**src/design/ddh_pkg.sv**
```systemverilog
// ----------------------------------------------------------------------------
// Distance and heading PID package
// Shared widths, action codes and register indexes.
// ----------------------------------------------------------------------------
package ddh_pkg;
  localparam logic [1:0] ACT_FORWARD = 2'd0;
  localparam logic [1:0] ACT_TURN    = 2'd1;
  localparam logic [1:0] ACT_RESET   = 2'd2;
  localparam logic [1:0] ACT_STOP    = 2'd3;

  localparam logic [2:0] REG_FWD_P = 3'd0;
  localparam logic [2:0] REG_FWD_I = 3'd1;
  localparam logic [2:0] REG_FWD_D = 3'd2;
  localparam logic [2:0] REG_ROT_P = 3'd3;
  localparam logic [2:0] REG_ROT_I = 3'd4;
  localparam logic [2:0] REG_ROT_D = 3'd5;
  localparam logic [2:0] REG_SCALE = 3'd6;

  localparam int MAG_W  = 49;  // operand magnitude, saturated at 2^48
  localparam int GMAG_W = 32;  // gain magnitude, at most 2^31
  localparam int PROD_W = MAG_W + GMAG_W;

  localparam logic signed [63:0] FULL_SCALE = 64'sd65536;
  localparam logic signed [63:0] FWD_GATE   = 64'sd1572864;
  localparam logic signed [63:0] ROT_GATE   = 64'sd983040;
  localparam logic signed [63:0] SUM_MAX    = 64'sd140737488355327;
  localparam logic signed [63:0] I32_MAX    = 64'sd2147483647;
  localparam logic signed [63:0] I32_MIN    = -64'sd2147483648;
  localparam logic [63:0]        TERM_MAX   = 64'd1099511627776;
endpackage

```
**src/design/ddh_sermul.sv**
```systemverilog
// ----------------------------------------------------------------------------
// Serial multiplier
// Unsigned shift-and-add multiply, one multiplier bit per cycle.
// ----------------------------------------------------------------------------
module ddh_sermul
  import ddh_pkg::*;
#(
  parameter int AW = 49,
  parameter int BW = 32
) (
  input  logic              clk,
  input  logic              rst,
  input  logic              start,
  input  logic [AW-1:0]     a,
  input  logic [BW-1:0]     b,
  output logic              done,
  output logic [AW+BW-1:0]  prod
);
  localparam int CW = $clog2(BW + 1);
  logic [AW+BW-1:0] acc;
  logic [AW+BW-1:0] mcand;
  logic [BW-1:0]    mplier;
  logic [CW-1:0]    cnt;
  logic             run;

  always_ff @(posedge clk) begin
    if (rst) begin
      run  <= 1'b0;
      done <= 1'b0;
      cnt  <= '0;
    end else begin
      done <= 1'b0;
      if (start) begin
        run    <= 1'b1;
        acc    <= '0;
        mcand  <= {{BW{1'b0}}, a};
        mplier <= b;
        cnt    <= CW'(BW);
      end else if (run) begin
        if (mplier[0]) acc <= acc + mcand;
        mcand  <= mcand << 1;
        mplier <= mplier >> 1;
        cnt    <= cnt - 1'b1;
        if (cnt == CW'(1)) begin
          run  <= 1'b0;
          done <= 1'b1;
        end
      end
    end
  end

  assign prod = acc;

  assert property (@(posedge clk) disable iff (rst) done |-> !run)
    else $error("multiplier done while running");
  assert property (@(posedge clk) disable iff (rst) start |=> run)
    else $error("multiplier did not start");
  assert property (@(posedge clk) disable iff (rst) run |-> cnt != '0)
    else $error("multiplier count underflow");
endmodule

```
**config.mk**
```make
export PLATFORM = sky130hd
export DESIGN_NAME = ddh_sermul
export DESIGN_NICKNAME = d
export VERILOG_FILES = /design/src/design/ddh_pkg.sv /design/src/design/ddh_sermul.sv
export SDC_FILE = /design/constraint.sdc
export NUM_CORES = 1
export LEC_CHECK = 0
export BUFFER_PORTS_ARGS = -buffer_cell sky130_fd_sc_hd__buf_2
export CAP_MARGIN = 15
export CELL_PAD_IN_SITES_DETAIL_PLACEMENT = 0
export CELL_PAD_IN_SITES_GLOBAL_PLACEMENT = 1
export CORE_UTILIZATION = 42
export DETAILED_ROUTE_END_ITERATION = 10
export PLACE_DENSITY_LB_ADDON = 0.1
export RECOVER_POWER = 50
export SYNTH_ARGS = -nofsm -noshare
export SYNTH_HDL_FRONTEND = slang
export SYNTH_SLANG_ARGS = --single-unit
```
**constraint.sdc**
```tcl
create_clock -name clk -period 4.25 [get_ports clk]
set_input_delay 0 -clock clk [delete_from_list [all_inputs] [get_ports clk]]
set_output_delay 0 -clock clk [all_outputs]
set_load 0.005 [all_outputs]
```
== Yosys cells after proc, flatten, opt, wreduce, memory -nomap -nowiden ==
Index checks and enable logic that the tools add are counted.

* $add $sub $neg: 2
* Eq/ne operators: 1
* Mux-type cells: 12
* Bitwise logic cells: 2
* Reduce and logical (&&, ||, !) cells: 6

{| class="wikitable"
|+ Operator list
! kind !! number
|-
| 81-bit two-way mux || 3
|-
| 81-bit adder || 1
|-
| 32-bit two-way mux || 2
|-
| 49-bit two-way mux || 1
|-
| 6-bit two-way mux || 2
|-
| 6-bit by 1-bit == test with 1-bit output, second input constant || 1
|-
| 6-bit by 1-bit subtractor with 6-bit output, second input constant || 1
|-
| 1-bit two-way mux || 4
|-
| 2-bit nonzero test || 2
|-
| 3-bit AND reduction || 1
|-
| 3-bit OR reduction || 1
|-
| 1-bit NOT || 2
|-
| 2-bit AND reduction || 1
|-
| 2-bit OR reduction || 1
|}

* Bits in registers: 202
* Input port bits: 84
* Output and inout bits: 82
* Word-level logic and storage cells: 31

== Longest topological paths before layout ==
* Depth in word-level cells: 4
* Depth in mapped cells: 12
* Gate-level depth less buffers: 12

== Worst setup path after synthesis ==
No wires, ideal clock.

* Kind: register to register
* From: reg run
* To: reg acc[0], in the netlist prod[0] (enable)
* Library setup time: 521 ps
* Arrival time: 4125 ps
* Required time: 3729 ps
* Path slack: -396 ps
* Cell stages (with the launch flop): 4
* Path buffers: 0
* Period minus slack after synthesis: 4646 ps
* Path through: dfxtp_1 > nor2_1 > or2_2 > nor2_1

* Word-level cells in the longest chain between the ends: 2

{| class="wikitable"
|+ Ends and longest elaborated chain
! element !! line !! text
|-
| from (decl) || ddh_sermul.sv:24 || <nowiki>logic run;</nowiki>
|-
| from (signal assigned) || ddh_sermul.sv:28 || <nowiki>run <= 1'b0;</nowiki>
|-
| from (signal assigned) || ddh_sermul.sv:34 || <nowiki>run <= 1'b1;</nowiki>
|-
| from (signal assigned) || ddh_sermul.sv:45 || <nowiki>run <= 1'b0;</nowiki>
|-
| 2-bit nonzero test (no source line) || - ||
|-
| 3-bit AND reduction (no source line) || - ||
|-
| to (signal assigned) || ddh_sermul.sv:40 || <nowiki>if (mplier[0]) acc <= acc + mcand;</nowiki>
|-
| to (decl) || ddh_sermul.sv:20 || <nowiki>logic [AW+BW-1:0] acc;</nowiki>
|}

Every way passes these cells.
A chain may end at the register's enable or synchronous reset.

== Worst setup path in the final report ==
* From: reg acc[0], in the netlist prod[0]
* To: reg acc[68], in the netlist prod[68] (data pin)

* Word-level cells in the longest chain between the ends: 3

{| class="wikitable"
|+ Ends and longest elaborated chain
! element !! line !! text
|-
| 81-bit adder || ddh_sermul.sv:40 ||
|-
| 81-bit two-way mux || ddh_sermul.sv:40 ||
|-
| 81-bit two-way mux || ddh_sermul.sv:39 || <nowiki>end else if (run) begin</nowiki>
|}

Every way passes these cells. The select of a mux whose other input is x is not followed.

==> reports/results.ini <==
[setup_path]
ff2ff_path_depth = 13
crit_path_end_kind = flip-flop
cp.arrival_ps = 4260
crit_required_ps = 4520
start_kind = flip-flop
cp_slowest_cell = a31oi_1
timing.rr.start = prod[0]
path_cells = ha_1 -> fa_1 -> a21o_1 -> a221oi_2 -> nor4_1 -> a211o_1 -> a31oi_1 -> o31ai_2 -> a21oi_1 -> a21oi_1 -> buf_4 -> a21boi_0 -> mux2_2
max_stage_delay_ps = 520
path_class = reg2reg
regToRegSetupSlack_ps = 260
cp_top_family = compound AO/OA/AOI/OAI gates
worstReg2RegEnd = prod[68]
cp_num_buf_inv = 1
crit_top_cell = a21oi_1
crit_fanout = 5

[cts]
numCtsBuffers = 24
max-clock-path-buffers = 3
path_clk_slew_ps = 60
post-cts-setup-buffers = 0
cts-root-buf = clkbuf_16
cts_tree = built
insertion_delay_ps = 520
cts_sinks = 202
cts_max_level = 1

[route]
dr.pass1.iters = 4
drc = 0
vias_per_cell = 5.44
routed_wl_mm = 34.1
routedWlPerCell_um = 18.3
ant_nets = 0
drt_iter0_drc = 601
num_vias = 10100

[sta]
post-route-period-util_pct = 93.8
setup_viol = 0
finClkSkew_ps = 10.1
hold_violations = 0
worst_pin_slew_ps = 2650
slew-limit-headroom_pct = -77.1
clock.fmax_ghz = 0.251
rsz0062_at_grt = false
slew_violations = 243
fin_tns_setup_ps = 0
period_needed_ps = 3990

[pwr]
combinationalPowerShare_pct = 25.4
p_leak_nw = 6.06
power_per_cell_area_nw_per_um2 = 389
ir_worst_vdd_v = 0.000328
clkPwrFrac_pct = 33.5
p_int_mw = 4.27
p_sw_share_pct = 29.3
power.total_mw = 6.04
p_seq_share_pct = 41.0
power_switching_mw = 1.77

[floorplanning]
pin_count = 166
die_x_um = 177
die-area_um2 = 31300
rows = 63
die_h_um = 177
fp.coreArea_um2 = 29900
start_util_pct = 43.0

[worst_hold_path]
holdCritPathClass = in2reg
holdPathStages = 3
hold_end = cnt[5]
hp-start = rst

[global_route]
grt_pass1_vias = 10300
antenna_found_initial = 0
grtUsageTotal_pct = 21.8
grt-ovfl-total = 0
grt_max_degree = 160
grt_pass1_wl_mm = 54.2

[logic_synthesis]
synth_cell_types = 62
ys_seq_area_share_pct = 46.5
synth_area_um2 = 12900
yosys_register_bits = 202
synth_area_per_cell_um2 = 10.4
syn_inst = 1236
synth-edff-count = 194
syn_nets = 1403
ys.warnings.count = 0
synth-main-ff-cell = edfxtp_1
async_reset_ff_share_pct = 0

[finish]
final_area_um2 = 15600
nets = 1625
area_growth_pct = 20.9
n_antenna_cell = 0
drive_above_1_share_pct = 17.3
n_fill_cell = 2811

[job]
maxCapViolCount = 3

[placement]
place_area_um2 = 14000
io_buffers = 165
dp_hpwl_mm = 24.3
place.gp.congestion = 0.832

[outcome]
status = complete, but fails checks
violations = max-capacitance violations, max-slew violations

==> worst max path at each step <==
stage              from       end  slack, ps  depth (start not counted)
2_1_floorplan   prod[0]  prod[68]        800                         12
3_3_place_gp   prod[21]  prod[78]        370                         11
3_5_place_dp    prod[0]  prod[68]        350                         13
4_1_cts        prod[21]  prod[78]        340                         11
5_1_grt         prod[0]  prod[68]        120                         13
6_report        prod[0]  prod[68]        260                         13
==> flip-flops by register name (all words and copies together) (netlist names) <==
name    count
done        1
mplier     32
run         1
mcand      81
cnt         6
prod       81
==> metrics by stage <==
| stage | setup slack, ps | hold slack [ps] | util (%) | std cells |
|---|---|---|---|---|
| after CTS | 337 | 190 | 52.4 | 1864 |
| final | 265 | 219 | 52.1 | 1864 |
| after detailed placement | 350 | 198 | 47.0 | 1739 |
| after global placement | 368 | 195 | 47.0 | 1739 |
| after floorplan | 796 | 69.1 | - | 1236 |
| after global routing | 123 | 221 | 52.1 | 1864 |
==> cell usage after synthesis, types with 4 or more instances <==
cell type,count,area share [%]
ha_1,82,8.0
a221oi_1,4,0.27
or2_2,6,0.29
dfxtp_1,8,1.2
mux2_2,88,7.7
or3_1,5,0.24
nand4_1,34,1.7
xor2_1,26,1.8
a21o_1,37,2.2
clkbuf_1,50,1.5
o21bai_1,27,1.6
o21a_1,13,0.76
nand3_1,13,0.51
nor2_1,135,3.9
nor2b_1,45,2.2
a211oi_1,7,0.41
o221ai_1,5,0.34
and3_1,6,0.29
xnor2_1,40,2.7
and4_1,5,0.34
a41oi_1,5,0.34
buf_2,6,0.23
a31oi_1,16,0.78
o21ai_0,55,2.1
inv_1,38,1.1
a21boi_0,7,0.41
nand2_1,79,2.3
a21oi_1,114,4.4
and2_1,9,0.44
o211ai_1,4,0.23
edfxtp_1,194,45
nand2b_1,10,0.49
nor4_1,5,0.24
nor3_1,20,0.78
==> routing by layer <==
metal / GRT usage, % / wire length, um / up-vias
li1: - / - / 5031
met1: 29.5 / 16200 / 4839
met2: 36.0 / 15500 / 242
met3: 3.95 / 1760 / 34
met4: 4.81 / 599 / 0
met5: 0 / 0 / -
==> cells by family after synthesis <==
| kind of cell | after synthesis | synth area share [%] |
|---|---|---|
| fa+ha+maj | 83 | 8.13 |
| simple gates | 380 | 14.2 |
| mux | 89 | 7.82 |
| compound gates | 318 | 15.8 |
| buf+inv | 98 | 2.99 |
| flops | 202 | 46.5 |
| xor+xnor | 66 | 4.50 |
==> power groups by stage <==
stage / combinational (mW) / clock (mW) / sequential [mW]
final: 1.54 / 2.03 / 2.48
after global routing: 1.71 / 2.14 / 2.50
after CTS: 1.55 / 2.09 / 2.48
after detailed placement: 1.48 / 0 / 2.51
after floorplan: 1.05 / 0 / 2.50
after global placement: 1.48 / 0 / 2.51
==> layout by cell type (no fill, tap or decap), types with 8 or more instances in the layout <==
cell type      count
ha_1              82
nor2b_1           45
a21o_1            37
dfxtp_1            8
and2_1             8
mux2_2            87
a21oi_1          114
nor2_1           135
o21bai_1          27
o21ai_0           55
nand2_1           79
inv_1             38
a31oi_1           16
nand4_1           34
clkbuf_1          62
xnor2_1           40
nand3_1           13
dlygate4sd3_1     83
xor2_1            26
buf_2            112
o21a_1            13
edfxtp_1         194
nand2b_1          10
clkbuf_16         25
nor3_1            20
==> layout make-up <==
type	instances	area, um^2	share of cell area, %
Clock inverter	5	72.6	0.467
Multi-Input combinational cell	936	6490	41.7
Clock buffer	37	691	4.44
Sequential cell	202	5990	38.5
Timing Repair Buffer	256	1680	10.8
Tap cell	390	488	3.14
Inverter	38	143	0.917
==> worst min-delay path: cells and delay by family <==
family / cells / cell delay [ps]
AOI/OAI and AO/OA: 1 / 40
buffers and inverters: 2 / 640
==> repair_timing <==
| item | 4_1_cts | 5_1_grt |
|---|---|---|
| gates resized for setup | 0 | 0 |
| hold buffers | 83 | 0 |
| endpoints found under the hold margin | 104 | 0 |
| endpoints found under the setup margin | 0 | 0 |
(Power assumes the default switching activity.)
